**config.mk**
```make
export PLATFORM = sky130hd
export DESIGN_NAME = fully_assoc_fifo_cache
export DESIGN_NICKNAME = d
export VERILOG_FILES = /design/src/rtl/core/fafc_pkg.sv /design/src/rtl/core/fafc_cell.sv /design/src/rtl/core/fully_assoc_fifo_cache.sv
export SDC_FILE = /design/constraint.sdc
export NUM_CORES = 1
export LEC_CHECK = 0
export BUFFER_PORTS_ARGS = -buffer_cell sky130_fd_sc_hd__buf_2
export CORE_MARGIN = 2
export CORE_UTILIZATION = 25
export DETAILED_ROUTE_END_ITERATION = 6
export HOLD_SLACK_MARGIN = 0.02
export PLACE_DENSITY = 0.37
export SLEW_MARGIN = 20
export SYNTH_ARGS = -nofsm -noshare
export SYNTH_HDL_FRONTEND = slang
export SYNTH_HIERARCHICAL = 1
export SYNTH_SLANG_ARGS = --single-unit
```
**constraint.sdc**
```tcl
create_clock -name clk -period 54.1 [get_ports clk]
set_input_delay 8.115 -clock clk [delete_from_list [all_inputs] [get_ports clk]]
set_output_delay 8.115 -clock clk [all_outputs]
set_load 0.005 [all_outputs]
```
**src/rtl/core/fafc_pkg.sv**
```systemverilog
// Shared types and constants for the fully associative FIFO cache.
// Used by fafc_cell and fully_assoc_fifo_cache; no dependencies.
package fafc_pkg;

    localparam int LINES_DEF = 16;
    localparam int ADDR_W    = 32;
    localparam int TAG_W     = 30;
    localparam int DATA_W    = 32;
    localparam int BYTE_W    = 8;
    localparam int CNT_W     = 32;
    localparam int OFF_W     = 2;

    localparam logic CMD_ACCESS     = 1'b0;
    localparam logic CMD_INVALIDATE = 1'b1;

    typedef struct packed {
        logic              valid;
        logic [TAG_W-1:0]  tag;
        logic [DATA_W-1:0] data;
    } line_t;

    typedef struct packed {
        logic clear;
        logic compare;
        logic shift;
    } cell_ctl_t;

endpackage

```
**src/rtl/core/fafc_cell.sv**
```systemverilog
// One cache line place: holds tag, data and valid, compares against the
// lookup tag and takes its lower neighbor's line on a shift. Uses fafc_pkg.
module fafc_cell (
    input  logic                       clk,
    input  logic                       rst_n,
    input  fafc_pkg::cell_ctl_t        ctl,
    input  logic [fafc_pkg::TAG_W-1:0] lookup_tag,
    input  fafc_pkg::line_t            line_in,
    output fafc_pkg::line_t            line_out,
    output logic [fafc_pkg::DATA_W-1:0] hit_data,
    output logic                       match
);
    import fafc_pkg::*;

    logic              valid_reg;
    logic [TAG_W-1:0]  tag_reg;
    logic [DATA_W-1:0] data_reg;
    logic              match_reg;

    always_ff @(posedge clk or negedge rst_n)
    begin
        if (!rst_n)
        begin
            valid_reg <= 1'b0;
            match_reg <= 1'b0;
        end
        else
        begin
            if (ctl.clear)
            begin
                valid_reg <= 1'b0;
            end
            else if (ctl.shift)
            begin
                valid_reg <= line_in.valid;
            end
            if (ctl.compare)
            begin
                match_reg <= valid_reg && (tag_reg == lookup_tag);
            end
        end
    end

    always_ff @(posedge clk)
    begin
        if (ctl.shift)
        begin
            tag_reg  <= line_in.tag;
            data_reg <= line_in.data;
        end
    end

    assign line_out.valid = valid_reg;
    assign line_out.tag   = tag_reg;
    assign line_out.data  = data_reg;
    assign match          = match_reg;
    assign hit_data       = match_reg ? data_reg : '0;

endmodule

```
**src/rtl/core/fully_assoc_fifo_cache.sv**
```systemverilog
// Top level of the fully associative cache with FIFO replacement by shifting.
// Uses fafc_pkg and a chain of fafc_cell instances.
//
// Usage:
//   Input words arrive on s_tvalid/s_tready/s_tdata/s_tuser. s_tuser is the
//   command (0 byte access, 1 invalidate all lines and clear counters);
//   s_tdata carries the byte address and the fill word used on a miss.
//   Each input word gives exactly one output word on m_tvalid/m_tready with
//   the requested byte, the hit flag (m_tuser) and both running counters.
//   Flow: a word is accepted in ST_IDLE, compared in every line in ST_CMP
//   (the match flags are registered) and its result is registered in ST_UPD,
//   which waits while the output register holds an untaken result. One word
//   is in work at a time: s_tready is high only in ST_IDLE.
//   Reset clears all valid bits, both counters and the output valid flag.
//   When the receiver stalls, the finished result holds in the output
//   register; the next input word is still taken and compared, and its
//   update waits until the held result is taken.
module fully_assoc_fifo_cache #(
    parameter int LINES = fafc_pkg::LINES_DEF
) (
    input  logic        clk,
    input  logic        rst_n,
    input  logic        s_tvalid,
    output logic        s_tready,
    input  logic [63:0] s_tdata,   // addr[31:0], fill_word[63:32]
    input  logic        s_tuser,   // cmd[0]
    output logic        m_tvalid,
    input  logic        m_tready,
    output logic [71:0] m_tdata,   // read_byte[7:0], hits_so_far[39:8], misses_so_far[71:40]
    output logic        m_tuser    // was_hit[0]
);
    import fafc_pkg::*;

    typedef enum logic [2:0] {
        ST_IDLE = 3'b001,
        ST_CMP  = 3'b010,
        ST_UPD  = 3'b100
    } state_t;

    state_t state_reg, state_next;

    logic              cmd_reg;
    logic [ADDR_W-1:0] addr_reg;
    logic [DATA_W-1:0] fill_reg;

    logic [CNT_W-1:0]  hits_reg, hits_next;
    logic [CNT_W-1:0]  misses_reg, misses_next;

    logic              out_valid_reg;
    logic [BYTE_W-1:0] out_byte_reg, out_byte_next;
    logic              out_hit_reg, out_hit_next;
    logic [CNT_W-1:0]  out_hits_reg, out_misses_reg;

    line_t             chain [LINES+1];
    logic [DATA_W-1:0] cell_data [LINES];
    logic [LINES-1:0]  cell_match;
    cell_ctl_t         ctl;

    logic              accept;
    logic              commit;
    logic              any_hit;
    logic [DATA_W-1:0] sel_data;
    logic [DATA_W-1:0] src_word;

    assign accept   = s_tvalid && s_tready;
    assign s_tready = (state_reg == ST_IDLE);
    assign commit   = (state_reg == ST_UPD) && (!out_valid_reg || m_tready);

    assign chain[0].valid = 1'b1;
    assign chain[0].tag   = addr_reg[ADDR_W-1:OFF_W];
    assign chain[0].data  = fill_reg;

    genvar g;
    generate
        for (g = 0; g < LINES; g++)
        begin : g_cell
            fafc_cell u_cell (
                .clk        (clk),
                .rst_n      (rst_n),
                .ctl        (ctl),
                .lookup_tag (addr_reg[ADDR_W-1:OFF_W]),
                .line_in    (chain[g]),
                .line_out   (chain[g+1]),
                .hit_data   (cell_data[g]),
                .match      (cell_match[g])
            );
        end
    endgenerate

    // at most one line can match, so an OR picks its data
    always_comb
    begin
        sel_data = '0;
        for (int i = 0; i < LINES; i++)
        begin
            sel_data = sel_data | cell_data[i];
        end
    end

    assign any_hit = |cell_match;

    always_comb
    begin
        ctl.compare = (state_reg == ST_CMP);
        ctl.clear   = commit && (cmd_reg == CMD_INVALIDATE);
        ctl.shift   = commit && (cmd_reg == CMD_ACCESS) && !any_hit;
    end

    assign src_word = any_hit ? sel_data : fill_reg;

    always_comb
    begin
        hits_next     = hits_reg;
        misses_next   = misses_reg;
        out_byte_next = '0;
        out_hit_next  = 1'b0;
        if (cmd_reg == CMD_INVALIDATE)
        begin
            hits_next   = '0;
            misses_next = '0;
        end
        else
        begin
            case (addr_reg[OFF_W-1:0])
                2'd0:    out_byte_next = src_word[7:0];
                2'd1:    out_byte_next = src_word[15:8];
                2'd2:    out_byte_next = src_word[23:16];
                default: out_byte_next = src_word[31:24];
            endcase
            out_hit_next = any_hit;
            if (any_hit)
            begin
                hits_next = hits_reg + 1'b1;
            end
            else
            begin
                misses_next = misses_reg + 1'b1;
            end
        end
    end

    always_comb
    begin
        state_next = state_reg;
        case (state_reg)
            ST_IDLE:
            begin
                if (accept)
                begin
                    state_next = ST_CMP;
                end
            end
            ST_CMP:
            begin
                state_next = ST_UPD;
            end
            ST_UPD:
            begin
                if (commit)
                begin
                    state_next = ST_IDLE;
                end
            end
            default:
            begin
                state_next = ST_IDLE;
            end
        endcase
    end

    always_ff @(posedge clk or negedge rst_n)
    begin
        if (!rst_n)
        begin
            state_reg     <= ST_IDLE;
            hits_reg      <= '0;
            misses_reg    <= '0;
            out_valid_reg <= 1'b0;
        end
        else
        begin
            state_reg <= state_next;
            if (commit)
            begin
                hits_reg      <= hits_next;
                misses_reg    <= misses_next;
                out_valid_reg <= 1'b1;
            end
            else if (m_tready)
            begin
                out_valid_reg <= 1'b0;
            end
        end
    end

    always_ff @(posedge clk)
    begin
        if (accept)
        begin
            cmd_reg  <= s_tuser;
            addr_reg <= s_tdata[31:0];
            fill_reg <= s_tdata[63:32];
        end
        if (commit)
        begin
            out_byte_reg   <= out_byte_next;
            out_hit_reg    <= out_hit_next;
            out_hits_reg   <= hits_next;
            out_misses_reg <= misses_next;
        end
    end

    assign m_tvalid = out_valid_reg;
    assign m_tdata  = {out_misses_reg, out_hits_reg, out_byte_reg};
    assign m_tuser  = out_hit_reg;

endmodule

```
Yosys cells after proc, flatten, opt, wreduce, memory -nomap -nowiden
Cells that the tools add are included.
Storage, ports and cells
  register bits after elaboration: 1230
  input port bits: 69
  output and inout bits: 75
  logic and storage cells: 204
Operators by class
  $add $sub $neg: 2
  equality and inequality tests: 23
  muxes and demuxes: 59
  bitwise operators: 16
  reductions and logical operators: 29
Operators by type and width (count)
  two-way mux 32 bit: 21
  equality test 30 bit: 16
  OR 32 bit: 15
  adder 32 x 1 -> 32 bit (second input constant): 2
  two-way mux 1 bit: 34
  one-hot mux 8 bit (3 select lines): 1
  logical AND 1 bit: 21
  OR reduction 16 bit: 1
  one-hot mux 3 bit (3 select lines): 1
  two-way mux 3 bit: 2
  nonzero test 2 bit: 2
  equality test 3 x 1 -> 1 bit (second input constant): 1
  equality test 3 x 2 -> 1 bit (second input constant): 1
  equality test 3 bit (second input constant): 1
  equality test 2 x 1 -> 1 bit (second input constant): 1
  equality test 2 bit (second input constant): 1
  logical NOT 1 bit: 2
  logical NOT 2 bit: 1
  inequality test 2 x 1 -> 1 bit (second input constant): 1
  inequality test 2 bit (second input constant): 1
  AND reduction 2 bit: 1
  logical OR 1 bit: 1
  inverter 1 bit: 1

Depth between registers and ports, before layout
Gate-level depths: netlist of the first run.
  word-level depth: 18
  mapped depth: 10

Hierarchy
The synthesis of the first run kept the hierarchy.
By module, submodules not included
  fafc_cell: instances 16, cells an instance 145, area an instance 2482.4 µm², sequential area each 1911.8 µm²
  fully_assoc_fifo_cache: instances 1, cells an instance 1007, area an instance 10598.9 µm², sequential area each 5846.9 µm²

Worst setup path after synthesis of the first run
No wires, ideal clock.
  kind: input to register
  start point: in m_tready
  end point: reg g_cell[0].u_cell.valid_reg
  arrival: 53.591 ns
  required time: 53.920 ns
  path slack: 0.329 ns
  cell stages on the path: 8
  cell sequence: nand2b_1 > nand3_1 > or2_2 > clkbuf_1 > clkbuf_1 > nor2_1 > mux2i_1 > nor2_1
RTL lines
  start: declaration: line fully_assoc_fifo_cache.sv:28  | input logic m_tready,
  end signal: assignment: line fafc_cell.sv:35  | valid_reg <= line_in.valid;
  end: declaration: line fafc_cell.sv:15  | logic valid_reg;

==> results of run 1 <==
per-stage QoR:
step	std cells	util (%)	worst slack, ns	instance area [um2]
after detailed placement	6044	27.1	41.59	54200
after global placement	6044	27.1	41.58	54200
after global routing	6312	29.5	42.14	59000
after CTS	6309	29.5	42.45	59000
after floorplan	3326	-	0.329	50300
final	6315	29.5	42.39	59000
metal layers:
| layer | wire (um) | part of all wire (%) | up-vias | track usage (%) |
|---|---|---|---|---|
| li1 | - | - | 12700 | - |
| met4 | 2660 | 2.2 | 0 | 3.48 |
| met2 | 59100 | 48 | 496 | 19.5 |
| met5 | 0 | 0 | - | 0 |
| met1 | 54900 | 45 | 13500 | 16.0 |
| met3 | 5980 | 4.9 | 170 | 2.36 |
final timing paths:
check                           slack [ns]                           from                             to  depth (start not counted)
worst min register to register        0.42  g_cell[6].u_cell/data_reg[24]  g_cell[7].u_cell/data_reg[24]                          0
worst max register to register       48.96         g_cell[1].u_cell/match   g_cell[5].u_cell/data_reg[3]                          8
min in group asynchronous             7.33                          rst_n                 misses_reg[31]                          1
max in group asynchronous            45.33                          rst_n         g_cell[1].u_cell/match                          2
worst min-delay path                  0.42  g_cell[6].u_cell/data_reg[24]  g_cell[7].u_cell/data_reg[24]                          0
worst max-delay path                 42.39                       m_tready   g_cell[5].u_cell/data_reg[3]                          8
power by group through the flow:
stage | combinational [W] | sequential (W) | clock (W)
2_1_floorplan | 0.0000948 | 0.00118 | 0
3_3_place_gp | 0.000144 | 0.00116 | 0
3_5_place_dp | 0.000144 | 0.00116 | 0
4_1_cts | 0.000144 | 0.00114 | 0.00104
5_1_grt | 0.000155 | 0.00114 | 0.00107
6_report | 0.000137 | 0.00113 | 0.000998
worst reg2reg max path, cell delays in order, from the launching register on:
cell and delay (ns):
sky130_fd_sc_hd__dfrtp_2 0.38, sky130_fd_sc_hd__buf_4 0.32, sky130_fd_sc_hd__nor4_2 0.75, sky130_fd_sc_hd__nand4_2 0.15
sky130_fd_sc_hd__buf_4 0.31, sky130_fd_sc_hd__nor2_4 0.20, sky130_fd_sc_hd__buf_12 0.61, sky130_fd_sc_hd__buf_12 0.91
sky130_fd_sc_hd__buf_4 1.08
final cells by class:
type / count / area [um2]
Tap cell: 2656 / 3320
Sequential cell: 1230 / 36500
Clock buffer: 198 / 3920
Multi-Input combinational cell: 1951 / 13300
Clock inverter: 67 / 855
Inverter: 21 / 81.3
Antenna cell: 6 / 15.0
Fill cell: 20100 / 141000
Timing Repair Buffer: 186 / 1080
==> metrics.yaml, run 1 <==
routing:
  total_wire_length_um: 123000
  drt.antenna.violating_nets: 0
  first_pass_iteration_count_of_the_detailed_router: 5
  vias: 26800
  route.detailed.drc: 0
  wire_per_inst_um: 19.4
  route.detailed.vias_per_inst: 4.25
  detailedRoute.firstIterationViolations: 1876
min_path:
  hold_path.class: "flop to flop"
critical_path:
  worst_setup_path_end_kind: "flop"
  worstPathBufferInverterCount: 4
  critPathMaxStageDelay_ns: 0.94
  worst_ep_arrival_time_ns: 12.10
  worst_setup_path_start_kind: "primary input"
  cell_family_with_the_largest_share_of_critical_path_delay: "buffers and inverters"
  cp.required_ns: 54.49
  critical-path-slowest-cell: "sky130_fd_sc_hd__buf_4"
  critical_path.cell_chain: "buf_2, nand2b_1, nand3_4, or2_2, nor2_4, buf_12, buf_12, buf_4"
  timing.setup.critical_path_class: "primary input to flop"
  worst-path-max-fanout: 177
  cp_common_cell: "sky130_fd_sc_hd__buf_12"
clock_network:
  cts-htree-levels: 4
  cts_made_buffers: 148
  post_cts_resized: 0
  clock_sinks: 1230
  clock_tree_from_tritoncts: "yes"
  postCtsSetupBuffers: 0
  max_buffers_root_to_sink: 3
  hold_buffers: 0
  worst_skew_pair.late_latency_ns: 0.79
  clockRootBuffer: "sky130_fd_sc_hd__clkbuf_16"
  clk_pin_slew_worst_paths_ns: 0.06
finish:
  finalNetCount: 3609
  layout-area-overhead-vs-synth_pct: 17.3
  drive_gt1_share_pct: 11.9
  mostFrequentLayoutCells: "sky130_fd_sc_hd__edfxtp_1, sky130_fd_sc_hd__and2_1, sky130_fd_sc_hd__xor2_1"
  largest_register_ff_count: 512
  layout.cells.most_common: "sky130_fd_sc_hd__edfxtp_1"
timing:
  report.final.hold_viol_count: 0
  clock.fmax_ghz: 0.0854
  hold_ws_ns: 0.424
  worstMarginPinSlew_ns: 1.28
  report.final.slew_viol_count: 0
  final.setup.tns_ns: 0
  final.setup_skew_ns: 0.0206
  grt_setup_unrepaired: "no"
  worst_slew_margin_rel_pct: 14.0
  timing.final.crit_period_ns: 11.71
  final.period_utilization_pct: 21.6
  timing.final.setup_violations: 0
global_route:
  overflow: 0
  grt_antenna_before_repair: 23
  grt_usage_pct: 11.9
  grt_start_max_net_pins: 178
  grt_first_pass_wirelength_um: 183000
  grt_pass1_vias: 28000
place:
  portBuffers: 143
  detailedPlacementHpwl_um: 70900
  globalplace.congestion: 0.692
power:
  total_power_w: 0.00227
  max-vdd-ir-drop_v: 0.0000291
  power-per-cell-area_nw_per_um2: 38.4
  power.net_switching_w: 0.000551
  swShare_pct: 24.3
  power.clock.fraction_pct: 44.0
  intPower_w: 0.00172
  power.share.combinational_pct: 6.1
  power.sequential.fraction_pct: 49.9
  total_leakage_power_nw: 20.1
yosys:
  post_synth.cell_area_avg_um2: 15.1
  mapped_area_um2: 50300
  ys_warn_count: 6
  synth_fp_nets: 3397
  post_synth_inst_count: 3326
floorplan:
  design.die.area_um2: 205000
  io_pins: 144
  initial_utilization_pct: 25.2
  fp-row-count: 164
  core_area_um2: 200000
  die_w_um: 453
  die_h_um: 453
flow_run:
  drv.max_cap_violation_count: 0
run_status:
  status: "finished clean"
No activity file was read; power rests on OpenSTA's default activity.
==> inputs of run 2 (changes only) <==
--- a/config.mk
+++ b/config.mk
@@ -10,7 +10,7 @@
 export CORE_UTILIZATION = 25
 export DETAILED_ROUTE_END_ITERATION = 6
 export HOLD_SLACK_MARGIN = 0.02
-export PLACE_DENSITY = 0.37
+export PLACE_DENSITY = 0.38
 export SLEW_MARGIN = 20
 export SYNTH_ARGS = -nofsm -noshare
 export SYNTH_HDL_FRONTEND = slang
==> constraint.sdc (replaced) <==
create_clock -name clk -period 9.74 [get_ports clk]
set_input_delay 1.461 -clock clk [delete_from_list [all_inputs] [get_ports clk]]
set_output_delay 1.461 -clock clk [all_outputs]
set_load 0.005 [all_outputs]
==> run 2 against run 1 <==
Compared with the run above: cell area about the same; worst hold slack got worse by 0.012 ns; clock skew increased by 0.031 ns; routed wire length decreased by 1.9%; first-iteration DRC count increased by 7.1%; final cell count about the same; critical endpoint is now g_cell[0].u_cell/tag_reg[22]; largest power group unchanged.
==> metrics.yaml, run 2 (synthesis results as in run 1) <==
run_status:
  status: "finished clean"  # unchanged
timing:
  worst_slew_margin_rel_pct: 22.9  # was 14.0%
  setup_slack_ns: 5.97  # was 42.39 ns
  timing.final.crit_period_ns: 3.77
  final.period_utilization_pct: 38.7
  final.setup_skew_ns: 0.0520  # was 0.0206 ns
  report.final.hold_viol_count: 0  # unchanged
  timing.final.setup_violations: 0  # unchanged
  report.final.slew_viol_count: 0  # unchanged
  final.setup.tns_ns: 0  # unchanged
  grt_setup_unrepaired: "no"  # unchanged
  worstMarginPinSlew_ns: 1.16  # was 1.28 ns
  clock.fmax_ghz: 0.265
clock_network:
  postCtsSetupBuffers: 0  # unchanged
  post_cts_resized: 0  # unchanged
  max_buffers_root_to_sink: 3  # unchanged
  cts-htree-levels: 4  # unchanged
  hold_buffers: 0  # unchanged
  cts_made_buffers: 150  # was 148
  clock_tree_from_tritoncts: "yes"  # unchanged
  clock_sinks: 1230  # unchanged
  clk_pin_slew_worst_paths_ns: 0.06  # about the same
  clockRootBuffer: "sky130_fd_sc_hd__clkbuf_16"  # unchanged
  worst_skew_pair.late_latency_ns: 0.80  # was 0.79 ns
finish:
  layout.cells.non_filler: 6318  # was 6315
  number_of_fill_cells: 20100  # about the same
  drive_gt1_share_pct: 12.0  # was 11.9%
  layout-area-overhead-vs-synth_pct: 17.3  # about the same
  finalNetCount: 3605  # was 3609
  largest_register_ff_count: 512  # unchanged
  mostFrequentLayoutCells: "sky130_fd_sc_hd__edfxtp_1, sky130_fd_sc_hd__and2_1, sky130_fd_sc_hd__xor2_1"  # unchanged
  layout.cells.most_common: "sky130_fd_sc_hd__edfxtp_1"  # unchanged
flow_run:
  drv.max_cap_violation_count: 0  # unchanged
place:
  pre_cts_ws_ns: 5.03  # was 41.59 ns
  numPlacedInstances: 6038  # was 6044
  detailedPlacementHpwl_um: 71600  # was 70900 um
  portBuffers: 143  # unchanged
  globalplace.congestion: 0.704  # was 0.692
global_route:
  grt_usage_pct: 11.7  # was 11.9%
  grt_start_max_net_pins: 183  # was 178
  use_met3_pct: 2.11  # was 2.36%
  fraction_of_met1_tracks_used_by_global_routing_pct: 15.6  # was 16.0%
  grt_pass1_vias: 27700  # was 28000
  groute.layer.met2.usage_pct: 19.2  # was 19.5%
  grt_first_pass_wirelength_um: 180000  # was 183000 um
  grt_antenna_before_repair: 14  # was 23
  busiest_layer: "met2"  # unchanged
  overflow: 0  # unchanged
floorplan:
  io_pins: 144  # unchanged
  core_area_um2: 200000  # unchanged
  initial_utilization_pct: 25.2  # unchanged
  design.die.area_um2: 205000  # unchanged
  fp-row-count: 164  # unchanged
  die_h_um: 453  # unchanged
  die_w_um: 453  # unchanged
power:
  total_power_w: 0.0125  # was 0.00227 W
  power-per-cell-area_nw_per_um2: 212  # was 38.4 nW/um2
  max-vdd-ir-drop_v: 0.000152  # was 0.0000291 V
  total_leakage_power_nw: 20.1  # about the same
routing:
  vias: 26600  # was 26800
  total_wire_length_um: 120000  # was 123000 um
  route.detailed.vias_per_inst: 4.21  # was 4.25
  wire_per_inst_um: 19.0  # was 19.4 um
  drt.antenna.violating_nets: 0  # unchanged
  detailedRoute.firstIterationViolations: 2010  # was 1876
  route.detailed.drc: 0  # unchanged
  first_pass_iteration_count_of_the_detailed_router: 5  # unchanged
critical_path:
  worst_ep_arrival_time_ns: 4.15  # was 12.10 ns
  worst-path-max-fanout: 128  # was 177
  critical_path.cell_chain: "buf_2, nand2b_4, nand3_4, or2_4, nor2_4, buf_12, buf_4"  # was buf_2, nand2b_1, nand3_4, or2_2, nor2_4, buf_12, buf_12, buf_4
  worst_setup_path_start_kind: "primary input"  # unchanged
  timing.setup.critical_path_class: "primary input to flop"  # unchanged
  worst_setup_path_end_kind: "flop"  # unchanged
  cell_family_with_the_largest_share_of_critical_path_delay: "buffers and inverters"  # unchanged
  critPathMaxStageDelay_ns: 0.93  # was 0.94 ns
  crit_path_start: "m_tready"  # unchanged
  worstPathBufferInverterCount: 3  # was 4
  crit-reg2reg-launch: "g_cell[4].u_cell/match"  # was g_cell[1].u_cell/match
  critical-path-slowest-cell: "sky130_fd_sc_hd__buf_4"  # unchanged
  cp.required_ns: 10.13  # was 54.49 ns
min_path:
  hold_start: "g_cell[5].u_cell/data_reg[17]"  # was g_cell[6].u_cell/data_reg[24]
  hold_path.class: "flop to flop"  # unchanged
## run 2: report_power, final
part           switching (W)  internal, W
combinational       0.000475     0.000285
clock                0.00233      0.00311
sequential          0.000296      0.00600
total                0.00310      0.00940
## run 2: metal layers
layer	part of all wire (%)	vias up
met3	3.6	194
met2	48	460
met5	0.011	-
met4	2.5	2
met1	46	13300
li1	-	12700
## run 2: through the flow
step	hold slack [ns]	instance area [um2]	utilization, %
2_1_floorplan	0.417	50400	-
3_3_place_gp	0.419	54200	27.1
3_5_place_dp	0.425	54200	27.1
4_1_cts	0.405	59000	29.5
5_1_grt	0.418	59000	29.5
6_report	0.412	59000	29.5
## run 2: path summary, 6_finish.rpt
check,slack (ns),cells past startpoint,to
worst max register to register,6.01,7,g_cell[0].u_cell/tag_reg[22]
worst min-delay path,0.41,0,g_cell[6].u_cell/data_reg[17]
worst max-delay path,5.97,7,g_cell[0].u_cell/tag_reg[22]
max in group asynchronous,7.62,2,g_cell[13].u_cell/match
worst min register to register,0.41,0,g_cell[6].u_cell/data_reg[17]
min in group asynchronous,0.74,1,m_tvalid
## run 2: layout make-up
cell class | count | area [um2] | share of cell area [%]
diodes | 5 | 12.5 | 0.0212
clock buffers | 192 | 3950 | 6.69
clock inverters | 83 | 827 | 1.40
inverters | 21 | 81.3 | 0.138
multi-input cells | 1951 | 13300 | 22.5
flip-flops and latches | 1230 | 36500 | 61.8
well taps | 2656 | 3320 | 5.63
repair buffers | 180 | 1070 | 1.81
## run 2: worst register-to-register path: stages, from the launching register on
cell,delay (ns)
sky130_fd_sc_hd__dfrtp_2,0.38
sky130_fd_sc_hd__buf_4,0.31
sky130_fd_sc_hd__nor4_2,0.45
sky130_fd_sc_hd__nand4_2,0.13
sky130_fd_sc_hd__buf_4,0.27
sky130_fd_sc_hd__nor2_4,0.27
sky130_fd_sc_hd__buf_12,0.52
sky130_fd_sc_hd__buf_4,0.99
==> inputs of run 3 (changes only) <==
--- a/config.mk
+++ b/config.mk
@@ -10,7 +10,7 @@
 export CORE_UTILIZATION = 25
 export DETAILED_ROUTE_END_ITERATION = 6
 export HOLD_SLACK_MARGIN = 0.02
-export PLACE_DENSITY = 0.38
+export PLACE_DENSITY = 0.37
 export SLEW_MARGIN = 20
 export SYNTH_ARGS = -nofsm -noshare
 export SYNTH_HDL_FRONTEND = slang
==> constraint.sdc (replaced) <==
create_clock -name clk -period 3.7 [get_ports clk]
set_input_delay 0.555 -clock clk [delete_from_list [all_inputs] [get_ports clk]]
set_output_delay 0.555 -clock clk [all_outputs]
set_load 0.005 [all_outputs]
==> run 3 against run 2 <==
Compared with the run above: combinational power grew to 3.1 times the previous value; clock power grew to 2.6 times the previous value; power rose to 2.6 times the previous value; worst hold slack worse by 0.32 ns; final cell count is 1.8% higher; register-to-register slack lost 5.5 ns; non-clock buffer count up 116; setup slack lost 5.5 ns; core utilization grew 0.54 points; largest power group unchanged.
==> metrics.yaml, run 3 (synthesis results as in run 1) <==
run_status:
  status: "finished clean"  # unchanged
clock_network:
  worst_skew_pair.late_latency_ns: 0.77  # was 0.80 ns
  hold_buffers: 67  # was 0
  clock_sinks: 1230  # unchanged
  cts-htree-levels: 4  # unchanged
  max_buffers_root_to_sink: 3  # unchanged
  post_cts_resized: 0  # unchanged
  cts_made_buffers: 152  # was 150
  postCtsSetupBuffers: 0  # unchanged
  clock_tree_from_tritoncts: "yes"  # unchanged
  clk_pin_slew_worst_paths_ns: 0.06  # about the same
  clockRootBuffer: "sky130_fd_sc_hd__clkbuf_16"  # unchanged
critical_path:
  worst_setup_path_end_kind: "flop"  # unchanged
  crit-reg2reg-launch: "g_cell[10].u_cell/match"  # was g_cell[4].u_cell/match
  worst_setup_path_start_kind: "flop"  # was primary input
  r2r_end: "out_misses_reg[27]"  # was g_cell[0].u_cell/tag_reg[22]
  worst_ep_arrival_time_ns: 3.71  # was 4.15 ns
  cp_common_cell: "sky130_fd_sc_hd__nor4_2"
  critical_path.cell_chain: "nor4_2, nand4_2, nor4_2, nand3_1, xnor2_1, nor2_1"  # was buf_2, nand2b_4, nand3_4, or2_4, nor2_4, buf_12, buf_4
  cell_family_with_the_largest_share_of_critical_path_delay: "simple AND/OR/NAND/NOR gates"  # was buffers and inverters
  worst_r2r_setup_slack_ns: 0.47  # was 6.01 ns
  timing.setup.critical_path_class: "flop to flop"  # was primary input to flop
  critPathMaxStageDelay_ns: 1.01  # was 0.93 ns
  cp.required_ns: 4.19  # was 10.13 ns
  critical-path-slowest-cell: "sky130_fd_sc_hd__nor4_2"  # was sky130_fd_sc_hd__buf_4
  worstPathBufferInverterCount: 0  # was 3
  worst-path-max-fanout: 9  # was 128
  ff2ff_path_depth: 6  # was 7
floorplan:
  design.die.area_um2: 205000  # unchanged
  initial_utilization_pct: 25.2  # unchanged
  fp-row-count: 164  # unchanged
  core_area_um2: 200000  # unchanged
  die_h_um: 453  # unchanged
  die_w_um: 453  # unchanged
  io_pins: 144  # unchanged
global_route:
  overflow: 0  # unchanged
  grt_antenna_before_repair: 16  # was 14
  grt_usage_pct: 12.2  # was 11.7%
  grt_start_max_net_pins: 137  # was 183
  grt_pass1_vias: 28000  # was 27700
  grt_first_pass_wirelength_um: 186000  # was 180000 um
finish:
  layout-area-overhead-vs-synth_pct: 19.4  # was 17.3%
  layout.cells.most_common: "sky130_fd_sc_hd__edfxtp_1"  # unchanged
  mostFrequentLayoutCells: "sky130_fd_sc_hd__edfxtp_1, sky130_fd_sc_hd__and2_1, sky130_fd_sc_hd__xor2_1"  # unchanged
  largest_register_ff_count: 512  # unchanged
  postLayoutCoreUtil_pct: 30.1  # was 29.5%
  finalNetCount: 3723  # was 3605
  drive_gt1_share_pct: 12.5  # was 12.0%
  number_of_fill_cells: 20100  # about the same
flow_run:
  drv.max_cap_violation_count: 0  # unchanged
min_path:
  hold_path.class: "primary input to flop"  # was flop to flop
  hold_path_depth: 1  # was 0
  hold_start: "s_tdata[57]"  # was g_cell[5].u_cell/data_reg[17]
  worst_hold_path.endpoint: "fill_reg[25]"  # was g_cell[6].u_cell/data_reg[17]
place:
  detailedPlacementHpwl_um: 74400  # was 71600 um
  globalplace.congestion: 0.690  # was 0.704
  pre_cts_ws_ns: 0.439  # was 5.03 ns
  portBuffers: 143  # unchanged
timing:
  grt_setup_unrepaired: "no"  # unchanged
  timing.final.setup_violations: 0  # unchanged
  setup_slack_ns: 0.474  # was 5.97 ns
  final.setup.tns_ns: 0  # unchanged
  timing.final.crit_period_ns: 3.23
  final.setup_skew_ns: 0.0263  # was 0.0520 ns
  hold_ws_ns: 0.0942  # was 0.412 ns
  report.final.hold_viol_count: 0  # unchanged
  final.period_utilization_pct: 87.2
  worst_slew_margin_rel_pct: 26.5  # was 22.9%
  clock.fmax_ghz: 0.310
  report.final.slew_viol_count: 0  # unchanged
  worstMarginPinSlew_ns: 1.10  # was 1.16 ns
power:
  power-per-cell-area_nw_per_um2: 550  # was 212 nW/um2
  max-vdd-ir-drop_v: 0.000402  # was 0.000152 V
  total_leakage_power_nw: 20.4  # was 20.1 nW
routing:
  route.detailed.drc: 0  # unchanged
  first_pass_iteration_count_of_the_detailed_router: 5  # unchanged
  detailedRoute.firstIterationViolations: 2041  # was 2010
  wire_per_inst_um: 19.5  # was 19.0 um
  drt.antenna.violating_nets: 0  # unchanged
  total_wire_length_um: 125000  # was 120000 um
  vias: 27100  # was 26600
  route.detailed.vias_per_inst: 4.22  # was 4.21
[run 3: changes by cell type in the layout (fill, tap and decap cells not counted), moves of 3 or more]
cell | previous run | this run
sky130_fd_sc_hd__clkbuf_1 | 38 | 53
sky130_fd_sc_hd__clkbuf_8 | 4 | 7
sky130_fd_sc_hd__clkbuf_16 | 150 | 157
sky130_fd_sc_hd__inv_16 | 3 | 0
sky130_fd_sc_hd__buf_4 | 32 | 70
sky130_fd_sc_hd__dlygate4sd3_1 | 0 | 67
sky130_fd_sc_hd__clkinv_1 | 28 | 24
sky130_fd_sc_hd__bufinv_16 | 8 | 5
sky130_fd_sc_hd__clkinv_2 | 30 | 17
sky130_fd_sc_hd__buf_12 | 6 | 17
sky130_fd_sc_hd__clkinv_16 | 6 | 1
[run 3: area by class of cell]
class / count / area [um2] / share of cell area, %
diodes: 5 / 12.5 / 0.0208
clock buffers: 217 / 4220 / 7.03
well taps: 2656 / 3320 / 5.53
inverters: 21 / 81.3 / 0.135
repair buffers: 296 / 2250 / 3.74
clock inverters: 55 / 448 / 0.745
multi-input cells: 1951 / 13300 / 22.1
flip-flops and latches: 1230 / 36500 / 60.7
[run 3: worst max path at each step]
stage                                  startpoint                         end  slack (ns)  depth (start not counted)
after floorplan            g_cell[6].u_cell/match  g_cell[0].u_cell/valid_reg      -13.13                          7
after global placement     g_cell[2].u_cell/match          out_misses_reg[25]        0.38                          6
after detailed placement   g_cell[2].u_cell/match          out_misses_reg[27]        0.44                          6
after CTS                  g_cell[6].u_cell/match          out_misses_reg[27]        0.33                          6
after global routing       g_cell[2].u_cell/match          out_misses_reg[27]        0.13                          6
final                     g_cell[10].u_cell/match          out_misses_reg[27]        0.47                          6
[run 3: power breakdown]
part,internal [W],switching [W]
Combinational,0.000890,0.00147
Sequential,0.0158,0.000611
Clock,0.00827,0.00598
Total,0.0250,0.00805
[run 3: metrics by stage]
stage / cells / power, W / area, um2
final: 6431 / 0.0330 / 60100
after global routing: 6427 / 0.0345 / 60100
after CTS: 6426 / 0.0338 / 60100
after detailed placement: 6087 / 0.0192 / 54700
after global placement: 6087 / 0.0192 / 54700
after floorplan: 3326 / 0.0182 / 50400
[run 3: metal layers]
layer  track usage [%]  vias up  wire (um)
met5                 0        -          0
met4              3.83        0       3140
met1              16.5    13600      57900
met2              19.7      407      59300
met3              2.16      181       4780
li1                  -    12900          -
